<file path="src/design/scip_pkg.sv">
// Shared types and constants of the sorted curve interpolator.
package scip_pkg;

	localparam int TIME_W    = 24;
	localparam int RATE_W    = 32;
	localparam int OP_W      = 2;
	localparam int PIDX_W    = 6;
	localparam int DRATE_W   = RATE_W + 1;
	localparam int DTIME_W   = TIME_W + 1;
	localparam int PROD_W    = DRATE_W + DTIME_W;
	localparam int DIV_CNT_W = 6;

	typedef enum logic [OP_W-1:0] {
		OP_INSERT  = 2'd0,
		OP_LOOKUP  = 2'd1,
		OP_FORWARD = 2'd2,
		OP_NONE    = 2'd3
	} op_t;

	typedef enum logic [1:0] {
		ST_OK    = 2'd0,
		ST_EMPTY = 2'd1,
		ST_FULL  = 2'd2,
		ST_RANGE = 2'd3
	} status_t;

	typedef enum logic [2:0] {
		RES_COUNT,
		RES_ZERO,
		RES_RATE,
		RES_INTERP,
		RES_FWD
	} res_sel_t;

	typedef enum logic [1:0] {
		RD_IDX,
		RD_KM1,
		RD_FPREV,
		RD_FCUR
	} rd_src_t;

	typedef enum logic [1:0] {
		WR_SHIFT,
		WR_NEW,
		WR_UPD
	} wr_src_t;

	typedef enum logic [1:0] {
		MUL_INTERP,
		MUL_CUR,
		MUL_PREV
	} mul_sel_t;

	typedef struct packed {
		logic     latch_in;
		logic     rd_en;
		rd_src_t  rd_src;
		logic     wr_en;
		wr_src_t  wr_src;
		logic     adv;
		logic     keep_prev;
		logic     pos_idx;
		logic     pos_cnt;
		logic     k_load;
		logic     k_dec;
		logic     cnt_inc;
		logic     mul_en;
		mul_sel_t mul_sel;
		logic     div_start;
		logic     div_fwd;
		logic     res_load;
		res_sel_t res_sel;
		status_t  res_status;
	} cmd_t;

	typedef struct packed {
		op_t  op;
		logic cnt_zero;
		logic full;
		logic hit;
		logic eq;
		logic last;
		logic idx_zero;
		logic fidx_zero;
		logic fidx_oor;
		logic shift_done;
		logic div_done;
	} stat_t;

endpackage

</file>
<file path="src/design/scip_ctrl.sv">
// Controller state machine: sequences scans, shifts, multiplies, divides and result hand-off.
module scip_ctrl (
	input  logic             clk,
	input  logic             arst_n,
	input  logic             req_valid,
	output logic             req_ready,
	output logic             rsp_valid,
	input  logic             rsp_ready,
	input  scip_pkg::stat_t  stat,
	output scip_pkg::cmd_t   cmd
);
	typedef enum logic [15:0] {
		S_IDLE     = 16'h0001,
		S_DISPATCH = 16'h0002,
		S_SCAN_RD  = 16'h0004,
		S_SCAN_CMP = 16'h0008,
		S_SH_RD    = 16'h0010,
		S_SH_WR    = 16'h0020,
		S_INS_WR   = 16'h0040,
		S_FW_RD0   = 16'h0080,
		S_FW_RD1   = 16'h0100,
		S_FW_CAP   = 16'h0200,
		S_MUL_F1   = 16'h0400,
		S_MUL_F2   = 16'h0800,
		S_MUL_LK   = 16'h1000,
		S_DIV_GO   = 16'h2000,
		S_DIV_WAIT = 16'h4000,
		S_RESULT   = 16'h8000
	} state_t;

	state_t               state_q, state_d;
	scip_pkg::res_sel_t   sel_q, sel_d;
	scip_pkg::status_t    st_q, st_d;
	logic                 ovalid_q;

	always_comb begin
		cmd       = '0;
		state_d   = state_q;
		sel_d     = sel_q;
		st_d      = st_q;
		req_ready = 1'b0;
		unique case (state_q)
			S_IDLE: begin
				req_ready = 1'b1;
				if (req_valid) begin
					cmd.latch_in = 1'b1;
					state_d      = S_DISPATCH;
				end
			end
			S_DISPATCH: begin
				unique case (stat.op)
					scip_pkg::OP_INSERT: begin
						if (stat.cnt_zero) begin
							cmd.pos_cnt = 1'b1;
							cmd.k_load  = 1'b1;
							state_d     = S_SH_RD;
						end else begin
							state_d = S_SCAN_RD;
						end
					end
					scip_pkg::OP_LOOKUP: begin
						if (stat.cnt_zero) begin
							sel_d   = scip_pkg::RES_ZERO;
							st_d    = scip_pkg::ST_EMPTY;
							state_d = S_RESULT;
						end else begin
							state_d = S_SCAN_RD;
						end
					end
					scip_pkg::OP_FORWARD: begin
						priority if (stat.cnt_zero) begin
							sel_d   = scip_pkg::RES_ZERO;
							st_d    = scip_pkg::ST_EMPTY;
							state_d = S_RESULT;
						end else if (stat.fidx_oor) begin
							sel_d   = scip_pkg::RES_ZERO;
							st_d    = scip_pkg::ST_RANGE;
							state_d = S_RESULT;
						end else if (stat.fidx_zero) begin
							state_d = S_FW_RD1;
						end else begin
							state_d = S_FW_RD0;
						end
					end
					default: begin
						sel_d   = scip_pkg::RES_COUNT;
						st_d    = scip_pkg::ST_OK;
						state_d = S_RESULT;
					end
				endcase
			end
			S_SCAN_RD: begin
				cmd.rd_en  = 1'b1;
				cmd.rd_src = scip_pkg::RD_IDX;
				state_d    = S_SCAN_CMP;
			end
			S_SCAN_CMP: begin
				if (stat.op == scip_pkg::OP_INSERT) begin
					priority if (stat.hit && stat.eq) begin
						cmd.wr_en  = 1'b1;
						cmd.wr_src = scip_pkg::WR_UPD;
						sel_d      = scip_pkg::RES_COUNT;
						st_d       = scip_pkg::ST_OK;
						state_d    = S_RESULT;
					end else if (stat.hit || stat.last) begin
						cmd.pos_idx = stat.hit;
						cmd.pos_cnt = !stat.hit;
						if (stat.full) begin
							sel_d   = scip_pkg::RES_COUNT;
							st_d    = scip_pkg::ST_FULL;
							state_d = S_RESULT;
						end else begin
							cmd.k_load = 1'b1;
							state_d    = S_SH_RD;
						end
					end else begin
						cmd.adv = 1'b1;
						state_d = S_SCAN_RD;
					end
				end else begin
					// Below the first pillar or past the last one the edge rate is returned.
					priority if (stat.hit && !stat.idx_zero) begin
						state_d = S_MUL_LK;
					end else if (stat.hit || stat.last) begin
						sel_d   = scip_pkg::RES_RATE;
						st_d    = scip_pkg::ST_OK;
						state_d = S_RESULT;
					end else begin
						cmd.adv = 1'b1;
						state_d = S_SCAN_RD;
					end
				end
			end
			S_SH_RD: begin
				if (stat.shift_done) begin
					state_d = S_INS_WR;
				end else begin
					cmd.rd_en  = 1'b1;
					cmd.rd_src = scip_pkg::RD_KM1;
					state_d    = S_SH_WR;
				end
			end
			S_SH_WR: begin
				cmd.wr_en  = 1'b1;
				cmd.wr_src = scip_pkg::WR_SHIFT;
				cmd.k_dec  = 1'b1;
				state_d    = S_SH_RD;
			end
			S_INS_WR: begin
				cmd.wr_en   = 1'b1;
				cmd.wr_src  = scip_pkg::WR_NEW;
				cmd.cnt_inc = 1'b1;
				sel_d       = scip_pkg::RES_COUNT;
				st_d        = scip_pkg::ST_OK;
				state_d     = S_RESULT;
			end
			S_FW_RD0: begin
				cmd.rd_en  = 1'b1;
				cmd.rd_src = scip_pkg::RD_FPREV;
				state_d    = S_FW_RD1;
			end
			S_FW_RD1: begin
				cmd.keep_prev = 1'b1;
				cmd.rd_en     = 1'b1;
				cmd.rd_src    = scip_pkg::RD_FCUR;
				state_d       = S_FW_CAP;
			end
			S_FW_CAP: begin
				if (stat.fidx_zero) begin
					sel_d   = scip_pkg::RES_RATE;
					st_d    = scip_pkg::ST_OK;
					state_d = S_RESULT;
				end else begin
					state_d = S_MUL_F1;
				end
			end
			S_MUL_F1: begin
				cmd.mul_en  = 1'b1;
				cmd.mul_sel = scip_pkg::MUL_CUR;
				state_d     = S_MUL_F2;
			end
			S_MUL_F2: begin
				cmd.mul_en  = 1'b1;
				cmd.mul_sel = scip_pkg::MUL_PREV;
				state_d     = S_DIV_GO;
			end
			S_MUL_LK: begin
				cmd.mul_en  = 1'b1;
				cmd.mul_sel = scip_pkg::MUL_INTERP;
				state_d     = S_DIV_GO;
			end
			S_DIV_GO: begin
				cmd.div_start = 1'b1;
				cmd.div_fwd   = stat.op == scip_pkg::OP_FORWARD;
				state_d       = S_DIV_WAIT;
			end
			S_DIV_WAIT: begin
				if (stat.div_done) begin
					sel_d   = (stat.op == scip_pkg::OP_FORWARD) ?
						scip_pkg::RES_FWD : scip_pkg::RES_INTERP;
					st_d    = scip_pkg::ST_OK;
					state_d = S_RESULT;
				end
			end
			S_RESULT: begin
				if (!ovalid_q || rsp_ready) begin
					cmd.res_load   = 1'b1;
					cmd.res_sel    = sel_q;
					cmd.res_status = st_q;
					state_d        = S_IDLE;
				end
			end
			default: state_d = S_IDLE;
		endcase
	end

	always_ff @(posedge clk or negedge arst_n) begin
		if (!arst_n) begin
			state_q  <= S_IDLE;
			sel_q    <= scip_pkg::RES_ZERO;
			st_q     <= scip_pkg::ST_OK;
			ovalid_q <= 1'b0;
		end else begin
			state_q <= state_d;
			sel_q   <= sel_d;
			st_q    <= st_d;
			if (cmd.res_load) begin
				ovalid_q <= 1'b1;
			end else if (rsp_ready) begin
				ovalid_q <= 1'b0;
			end
		end
	end

	assign rsp_valid = ovalid_q;
endmodule

</file>
<file path="config.mk">
export PLATFORM = sky130hd
export DESIGN_NAME = scip_ctrl
export DESIGN_NICKNAME = d
export VERILOG_FILES = /design/src/design/scip_pkg.sv /design/src/design/scip_ctrl.sv
export SDC_FILE = /design/constraint.sdc
export NUM_CORES = 1
export LEC_CHECK = 0
export BUFFER_PORTS_ARGS = -buffer_cell sky130_fd_sc_hd__buf_2
export CORE_MARGIN = 2
export CORE_UTILIZATION = 25
export DETAILED_ROUTE_END_ITERATION = 10
export GPL_TIMING_DRIVEN = 0
export SLEW_MARGIN = 20
export SYNTH_ARGS = -nofsm -noshare
export SYNTH_HDL_FRONTEND = slang
export SYNTH_SLANG_ARGS = --single-unit
</file>
<file path="constraint.sdc">
create_clock -name clk -period 6.6 [get_ports clk]
set_input_delay 0.66 -clock clk [delete_from_list [all_inputs] [get_ports clk]]
set_output_delay 0.66 -clock clk [all_outputs]
set_load 0.02 [all_outputs]
</file>
; Word-level counts from Yosys, hierarchy flattened
; Index checks and enable logic that the tools add are counted.
[totals]
reg_bits = 22
word_cells = 121
output_inout_bits = 27
input_bits = 16
[classes]
n_mux = 75
n_reduce_logical = 13
n_eq_ne = 29
[op_table]
columns = operator, count
row1 = 16-bit one-hot mux with 15 select lines, 1
row2 = 16-bit 2-to-1 mux, 13
row3 = 3-bit 2-to-1 mux, 18
row4 = 16-bit one-hot mux with 3 select lines, 1
row5 = 2-bit 2-to-1 mux, 14
row6 = 3-bit one-hot mux with 3 select lines, 3
row7 = 16-bit by 1-bit equality test with 1-bit output (second input constant), 1
row8 = 16-bit by 10-bit equality test with 1-bit output (second input constant), 1
row9 = 16-bit by 11-bit equality test with 1-bit output (second input constant), 1
row10 = 16-bit by 12-bit equality test with 1-bit output (second input constant), 1
row11 = 16-bit by 13-bit equality test with 1-bit output (second input constant), 1
row12 = 16-bit by 14-bit equality test with 1-bit output (second input constant), 1
row13 = 16-bit by 15-bit equality test with 1-bit output (second input constant), 1
row14 = 16-bit equality test (second input constant), 1
row15 = 16-bit by 2-bit equality test with 1-bit output (second input constant), 1
row16 = 16-bit by 3-bit equality test with 1-bit output (second input constant), 1
row17 = 16-bit by 4-bit equality test with 1-bit output (second input constant), 1
row18 = 16-bit by 5-bit equality test with 1-bit output (second input constant), 1
row19 = 16-bit by 6-bit equality test with 1-bit output (second input constant), 1
row20 = 16-bit by 7-bit equality test with 1-bit output (second input constant), 1
row21 = 16-bit by 8-bit equality test with 1-bit output (second input constant), 1
row22 = 16-bit by 9-bit equality test with 1-bit output (second input constant), 1
row23 = 1-bit 2-to-1 mux, 15
row24 = 3-bit one-hot mux with 5 select lines, 1
row25 = other kinds (22), 35

; Depth between registers and ports, before layout
; Gate-level depths: netlist of the first run.
[logic_depth]
ltp_word = 5
ltp_mapped = 9
ltp_nobuf = 8

; Least setup slack after synthesis of the first run
; Ideal clock, no wire load.
[synth_timing]
path_kind = flip-flop to output port
start = register state_q[13]
end = output port cmd[20] (netlist name)
path_stages_with_launch = 6
arrival_time_ns = 2.649
n_path_buf = 0
slack_ns = 3.291
required_ns = 5.940
cell_sequence = dfrtp_1 > or4_4 > nor3_1 > nand2_1 > nor4b_1 > or3_1
[synth_lines]
columns = item, line
row1 = from (decl), scip_ctrl.sv:31  ; state_t state_q, state_d;
row2 = from (signal assigned), scip_ctrl.sv:224  ; state_q <= state_d;
row3 = to (decl), scip_ctrl.sv:10  ; output scip_pkg::cmd_t cmd

==> results list, run 1 <==
* Result of the run: finished clean
- Met3 Wirelength: 241 µm
* Total GRT Usage: 0.122
- The library cell used most frequently in the layout, excluding fill and tap cells, is sky130_fd_sc_hd__buf_2.
- Worst Slack Setup Final: roughly 3.1 ns
- Number of placed instances, taps included: 316
- Commonest non-fill, non-tap cells in the layout: 44 x sky130_fd_sc_hd__buf_2, 23 x sky130_fd_sc_hd__nand2_1, 20 x sky130_fd_sc_hd__dfrtp_1
* Relative contribution of the clock network to total power: 0.216
* Logic pwr share: 0.361
* Flops & latches, synth: 22
- Detailed routing placed a total of 1870 µm of wire on met2.
- Share of synthesized area occupied by flip-flops and latches: 0.334
- The number of global-route vias before repair came to ~1,500.
- Number of standard cells after synthesis: just under 200
- Counting every net in the synthesized netlist gives 217.
- Period Utilization, post-route: 0.526
- Setup Buffers After CTS: 0
* Final-report setup violation count: 0
* Worst flop-to-flop path endpoint: sel_q[2]
- Setup total negative slack on the finished layout was measured at 0 ns.
- The clock drives 22 sinks.
- STA classifies the critical path startpoint as a flop.
* Detailed Routing Iterations Pass 1: 4
- Post-route core utilization: 0.314
* Fillcell total: 694
- Arrival time of data at the critical path endpoint: 2.81 ns
- In this run the tool buffered the top-level ports with 42 buffer cells.
- Clock latency on the worst-skew pair, taken at its later pin, is ~0.27 ns.
- Crit Path Class: flop to output pin
- After clock tree synthesis, the clock-pin slew on the worst setup and hold paths is 0.08 ns.
- Flop pwr share: 0.423
- Total leakage power: 0.995 nW
* Num CTS Buffers: 3
- The die is roughly 85 µm tall.
* RePlAce Congestion: 0.875
- Time the final worst path needs with I/O delays and setup: 3.47 ns
- Wire length of the first global-routing pass: 7270 µm
* Actual slew at the worst max-slew pin: 0.841 ns
* Switching power share of the total: 0.382
- In this run, synthesis inferred 0 flip-flops with an integrated enable.
- Root buffer selected by CTS: sky130_fd_sc_hd__clkbuf_8
* HPWL Detailed: 3410 µm
- Fraction of registers with async set/reset: 1.00
* Biggest fanout along the worst timing path: 7
* Die Width: 85.4 µm
- Syn Std Cell Area: roughly 0.0017 mm²
- The die covers 0.00729 mm².
* Upper clock frequency limit: 0.288 GHz
* Vias post-DR: 1,628
* GRT Residual Overflow: 0
- The worst register-to-register path begins at state_q[10].
- In the final design database the tool counted 264 nets.
* Worst reg-to-reg path cell count: 7
* Reg2Reg Setup Slack: 3.85 ns
* Placement Setup Slack: 3.44 ns
- Number of diodes: 0
- Internal: approximately 0.00025 W
* Routed length per instance: ~13 µm
- The sequential cells in the finished layout cover a total of approximately 550 µm².
- Post-synthesis cell type count: 49
* Via count normalized by instance count: 5.09
- Of the cells placed in the final design, the portion with a size suffix greater than 1 is 0.255.
- Buffers inserted to repair hold after CTS numbered 0.
* Setup repair after global routing missed its margin: false
- In this run the count of I/O pins placed on the die edge is 43.
- Across all hold checks on the routed design, the worst slack comes to between 0.3 and 0.4 ns.
- In this run the tightest slew margin relative to its limit is 0.434.
- Routed met1 length: 2120 µm
- Number of remaining DRC errors: 0
- Initial DRC count: 117
* Yosys warning total: 0
- Number of buffers on the longest clock path: 2
- For this configuration, the core starts out at a cell density of 0.259.
- Class of the worst hold path: primary input to async pin
* Biggest cell delay along the critical path: 0.60 ns
- Average instance area after synthesis: ~8.4 µm²
- Antenna Nets Post-Route: 0
- Walking the worst path, the cells encountered are or4_4, nor3_1, nand2_1, nor4b_1, or3_1, buf_2.
* Final Slew Violations: 0
* Core Area: about 0.0064 mm²
* Switching Power: 0.000154 W
* Placement Rows: 29
- Req. time, crit path: 5.94 ns
- Hold violation total from the final report: 0
* Maximum level of the CTS H-tree: 1
- Layout Area Growth over Synthesis: 21.2%
* Top layer reached by signal wires: met4
- Most frequently used flop master after synthesis: sky130_fd_sc_hd__dfrtp_1
* Cell at the slowest stage of the critical path: sky130_fd_sc_hd__or4_4
- Entering global routing, the biggest net connects 23 pins.
- Non-Filler Instances: between 300 and 400
- The number of antenna violations at the first check in global routing was 0.
* Critical path endpoint category: output pin
- Largest voltage drop on the vdd net: slightly below 0.1 mV
* Max cap viols: 0
- Clock tree from TritonCTS: done
- Multi-input gate area in the final layout: 0.00101 mm²
- Fin Clk Skew: 0.00962 ns
- The routed design has 4300 µm of wire.
* CTS-repair resized insts: 0
* Power Density: 201 mW/mm²
-- cells in the mapped netlist (all sizes together), types with 2 or more instances --
library cell / instances / area share
nand2: 23 / 0.052
dfrtp: 20 / 0.30
nor2: 18 / 0.041
inv: 13 / 0.029
nor4: 13 / 0.071
nor3: 11 / 0.033
and2: 9 / 0.034
nand2b: 7 / 0.026
nand3: 7 / 0.021
o21ai: 7 / 0.021
or4: 7 / 0.039
a21oi: 6 / 0.018
nor4b: 6 / 0.032
buf: 4 / 0.020
ha: 4 / 0.030
or4b: 4 / 0.026
clkbuf: 3 / 0.0068
nor2b: 3 / 0.013
a221oi: 2 / 0.011
dfstp: 2 / 0.032
nand4: 2 / 0.0076
nand4b: 2 / 0.011
o21bai: 2 / 0.0091
or3: 2 / 0.0076
xnor2: 2 / 0.011
xor2: 2 / 0.011
-- routing by layer --
metal / up-vias / GRT usage
li1: 812 / -
met1: 750 / 0.175
met2: 59 / 0.186
met3: 7 / 0.0195
met4: 0 / 0.0433
met5: - / 0
-- worst max-delay path: cells and delay by family, from the launching register on --
kind,cells,cell delay (ns)
buffers and inverters,1,0.15
DFF,1,0.47
and+or+nand+nor,5,1.92
-- power by group through the flow --
| stage | Combinational, W | Sequential, W | Clock (W) |
|---|---|---|---|
| 2_1_floorplan | 0.000106 | 0.000168 | 0 |
| 3_3_place_gp | 0.000143 | 0.000173 | 0 |
| 3_5_place_dp | 0.000145 | 0.000173 | 0 |
| 4_1_cts | 0.000146 | 0.000171 | 0.0000887 |
| 5_1_grt | 0.000164 | 0.000174 | 0.0000959 |
| 6_report | 0.000146 | 0.000171 | 0.0000873 |
-- through the flow --
step | power [W] | cell area, µm²
finish | 0.000404 | 2010
global route | 0.000435 | 2010
detailed placement | 0.000319 | 1960
global placement | 0.000316 | 1960
floorplan | 0.000274 | 1660
CTS | 0.000405 | 2010
-- area by class of cell --
class	count	area share
Buffer	7	0.0218
Clock buffer	4	0.0224
Inverter	13	0.0243
Multi-Input combinational cell	155	0.503
Sequential cell	22	0.276
Tap cell	77	0.0480
Timing Repair Buffer	42	0.105
-- sequential cells by signal, indices dropped and copies added, names as in the netlist --
| name | count |
|---|---|
| state_q | 16 |
| st_q | 2 |
| rsp_valid | 1 |
| sel_q | 3 |
-- how the worst max path moves through the flow --
stage | from | end | slack, ns | cells past startpoint
after global routing | state_q[14] | cmd[20] | 2.96 | 7
after detailed placement | state_q[7] | cmd[1] | 3.44 | 7
after global placement | state_q[7] | cmd[4] | 3.47 | 7
after floorplan | state_q[13] | cmd[20] | 3.29 | 5
final | state_q[12] | cmd[20] | 3.13 | 6
after CTS | state_q[7] | cmd[1] | 3.14 | 7
-- kinds of logic after synthesis --
family,share of synthesized area
flops,0.334
fa+ha+maj,0.0302
buf+inv,0.0559
compound gates,0.112
simple gates,0.441
mux,0.00605
xor+xnor,0.0212
(Power assumes the default switching activity.)
==> inputs of run 2 (changes only) <==
==> constraint.sdc (replaced) <==
create_clock -name clk -period 2.85 [get_ports clk]
set_input_delay 0.285 -clock clk [delete_from_list [all_inputs] [get_ports clk]]
set_output_delay 0.285 -clock clk [all_outputs]
set_load 0.02 [all_outputs]
==> results list, run 2 (synthesized netlist as in run 1, its figures left out) <==
- The top-level I/O count was 43 (unchanged).
- The placement-stage cell area came to 0.00197 mm² (+0.64%).
* Total GRT Usage: 0.130 (+0.00742)
- Layout Area Growth over Synthesis: 31.7%
- Proportion of layout cells with a drive suffix above 1: 0.331 (+0.0755)
- The via count is 1,676 (+2.9%).
- Placement Setup Slack: 0.0639 ns (-3.38 ns)
- Worst hold path stage count: 2
- Derived from the worst setup path, the maximum achievable clock frequency is 0.353 GHz.
- The number of setup violations in the final report came to 0 (unchanged).
* Detailed Routing Iterations Pass 1: 4 (unchanged)
* Flop pwr share: 0.399 (-0.024)
- Commonest non-fill, non-tap cell in the layout: sky130_fd_sc_hd__buf_2
* Num CTS Buffers: 3 (unchanged)
- Critical path endpoint category: output pin
- Root buffer selected by CTS: sky130_fd_sc_hd__clkbuf_8
- Layout net count: 272 (+3.0%)
- The tightest min-delay check is of the primary input to flop type.
* Number of placed instances, taps included: 316 (unchanged)
- Switching Power: 0.000385 W (+150%)
- Register ranked first by flip-flop count: state_q
* Relative contribution of the clock network to total power: 0.200 (-0.016)
- The number of buffer and inverter stages on the critical path was 1 (unchanged).
* Antenna Nets Post-Route: 0 (unchanged)
* Setup repair after global routing missed its margin: true
- The slew at the pin closest to its max-slew limit was 0.513 ns (-0.328 ns).
* Placement Rows: 29 (unchanged)
- The detailed-route wire length is 4650 µm (+8.2%).
- Largest voltage drop on the vdd net: 0.225 mV (+130%)
* Commonest non-fill, non-tap cells in the layout: 38 x sky130_fd_sc_hd__buf_2, 23 x sky130_fd_sc_hd__nand2_1, 18 x sky130_fd_sc_hd__nor2_1
* Die Y-Extent: 85.4 µm (unchanged)
- Power Density: 469 mW/mm² (+130%)
- Largest registers: state_q: 16 flops, sel_q: 3 flops, st_q: 2 flops
* Biggest cell delay along the critical path: 0.54 ns (-0.06 ns)
* HPWL Detailed: 3490 µm (+2.4%)
- Reg2Reg Setup Slack: 0.17 ns (-3.68 ns)
- The required time of the critical path is 2.57 ns (-3.37 ns).
- The maximum clock insertion buffer count came to 2 (unchanged).
- The flip-flop count of the largest register, all copies and words added came to 16 (unchanged).
- The number of global-route vias before repair came to 1,565 (+2.9%).
- Non-Filler Instances: 328 (+2.5%)
- Switching power share of the total: 0.377 (-0.00501)
- The signal arrival time at the worst endpoint was 2.55 ns (-0.26 ns).
- Internal: 0.000637 W (+160%)
- Clock Latency Late Sink: 0.27 ns (about the same)
* Hold endpoint: state_q[12]
* Worst reg-to-reg path cell count: 8 (+1)
- Die ar.: 0.00729 mm² (unchanged)
* Fillcell total: 688 (-0.86%)
- Critical path startpoint category: flop
- Final Slew Violations: 0 (unchanged)
- In the finished design, the share of the clock period the worst path needs comes to 0.993.
* Worst Hold Margin: 0.193 ns (-0.154 ns)
- Remaining max-slew budget at the tightest pin: 0.658 (+0.224)
- TritonCTS built the clock tree.
- RePlAce Congestion: 0.840 (-4.0%)
* Post-layout instance area: 0.00218 mm² (+8.7%)
- Logic pwr share: 0.401 (+0.040)
- The smallest clock period supported by the final layout is computed as 2.83 ns.
* Core Area: 0.00639 mm² (unchanged)
- Port Buf Inserts: 42 (unchanged)
- The worst hold path begins at stat[4].
- The count of max-cap constraint violations is 0 (unchanged).
* Worst r2r src: state_q[10]
* Wire length of the first global-routing pass: 7670 µm (+5.5%)
- Hold violation total from the final report: 0 (unchanged)
- The flow ran to the end, and the final reports show no timing, DRC or antenna violations.
- Crit Path Class: flop to output pin
* Die Width: 85.4 µm (unchanged)
- Total leakage power: 1.06 nW (+6.1%)
- Biggest fanout along the worst timing path: 6 (-1)
* Number of diodes: 0 (unchanged)
- Fin Clk Skew: 0.00762 ns (-0.00199 ns)
- The clock input transition at the sequential cells of the worst setup and hold paths came to 0.08 ns (about the same).
- The TritonCTS sink count was 22 (unchanged).
- Initial DRC count: 96 (-18%)
* Worst Slack Setup Final: 0.0189 ns (-3.11 ns)
- The number of levels in the clock H-tree came to 1 (unchanged).
- Among cell families on the critical path, the largest total delay comes from simple AND/OR/NAND/NOR gates.
- The number of antenna violations at the first check in global routing came to 0 (unchanged).
- The effective utilization at floorplan was 0.259 (unchanged).
- The overflow left after global routing came to 0 (unchanged).
- The post-detailed-route via-to-cell ratio is 5.11 (+0.44%).
* Pin count of the biggest net entering global routing: 23 (unchanged)
* Worst flop-to-flop path endpoint: sel_q[2]
- The average detailed-routed wire length per instance came to 14.2 µm (+5.6%).
* Fin Setup TNS: 0 ns (unchanged)
- Number of remaining DRC errors: 0 (unchanged)
* Critical-path cell list: or4_4, or3_4, or4b_4, nor2b_4, and2_1, buf_4
- Cell at the slowest stage of the critical path: sky130_fd_sc_hd__or4_4
==> run 2: cell types whose count changed in the layout (fill, tap and decap cells not counted), sizes merged <==
cell	previous run	this run
buf	46	53
dlygate4sd3	0	1
==> run 2: how the worst max path moves through the flow <==
stage	startpoint	end	depth (start not counted)	slack, ns
floorplan	state_q[7]	cmd[0]	6	0.08
global placement	state_q[7]	cmd[2]	7	0.09
detailed placement	state_q[7]	cmd[4]	7	0.06
CTS	state_q[6]	cmd[4]	6	0.0003
global route	state_q[6]	cmd[2]	6	-0.08
finish	state_q[6]	cmd[4]	6	0.02
==> run 2: per-layer routing <==
metal | vias to the layer above | track usage | part of all wire
met3 | 5 | 0.0146 | 0.043
met2 | 51 | 0.197 | 0.47
li1 | 832 | - | -
met1 | 788 | 0.188 | 0.47
met5 | - | 0 | 0
met4 | 0 | 0.0476 | 0.015
==> run 2: what timing repair did <==
item,CTS,global route
resized for setup,14,9
setup endpoints to repair,12,15
hold buffers,1,0
pin swaps,1,3
endpoints found under the hold margin,11,0
setup buffers,2,6
==> run 2: cell type report <==
class                           instances  area [µm²]  share of cell area
Multi-Input combinational cell        155        1090               0.502
Timing Repair Buffer                   51         300               0.138
Inverter                               13        48.8              0.0224
Sequential cell                        22         557               0.255
Tap cell                               77        96.3              0.0442
Clock buffer                            4        45.0              0.0207
Buffer                                  6        38.8              0.0178
==> run 2: metrics by stage <==
step	util	total power (W)
3_5_place_dp	0.309	0.000739
6_report	0.341	0.00102
2_1_floorplan	-	0.000639
3_3_place_gp	0.309	0.000735
4_1_cts	0.326	0.000965
5_1_grt	0.341	0.00110
==> run 2: power by group through the flow <==
| stage | combinational, W | sequential [W] | clock (W) |
|---|---|---|---|
| global route | 0.000453 | 0.000416 | 0.000228 |
| finish | 0.000409 | 0.000408 | 0.000205 |
| floorplan | 0.000249 | 0.000390 | 0 |
| detailed placement | 0.000338 | 0.000402 | 0 |
| CTS | 0.000356 | 0.000398 | 0.000211 |
| global placement | 0.000335 | 0.000400 | 0 |
==> run 2: worst register-to-register path, stage by stage (launching register included) <==
cell                        delay [ns]
sky130_fd_sc_hd__dfrtp_1          0.38
sky130_fd_sc_hd__clkbuf_1         0.24
sky130_fd_sc_hd__or4_4            0.52
sky130_fd_sc_hd__nor4_4           0.28
sky130_fd_sc_hd__buf_4            0.18
sky130_fd_sc_hd__a311o_2          0.21
sky130_fd_sc_hd__o2111ai_2        0.20
sky130_fd_sc_hd__or4_1            0.52
sky130_fd_sc_hd__nand2_1          0.08
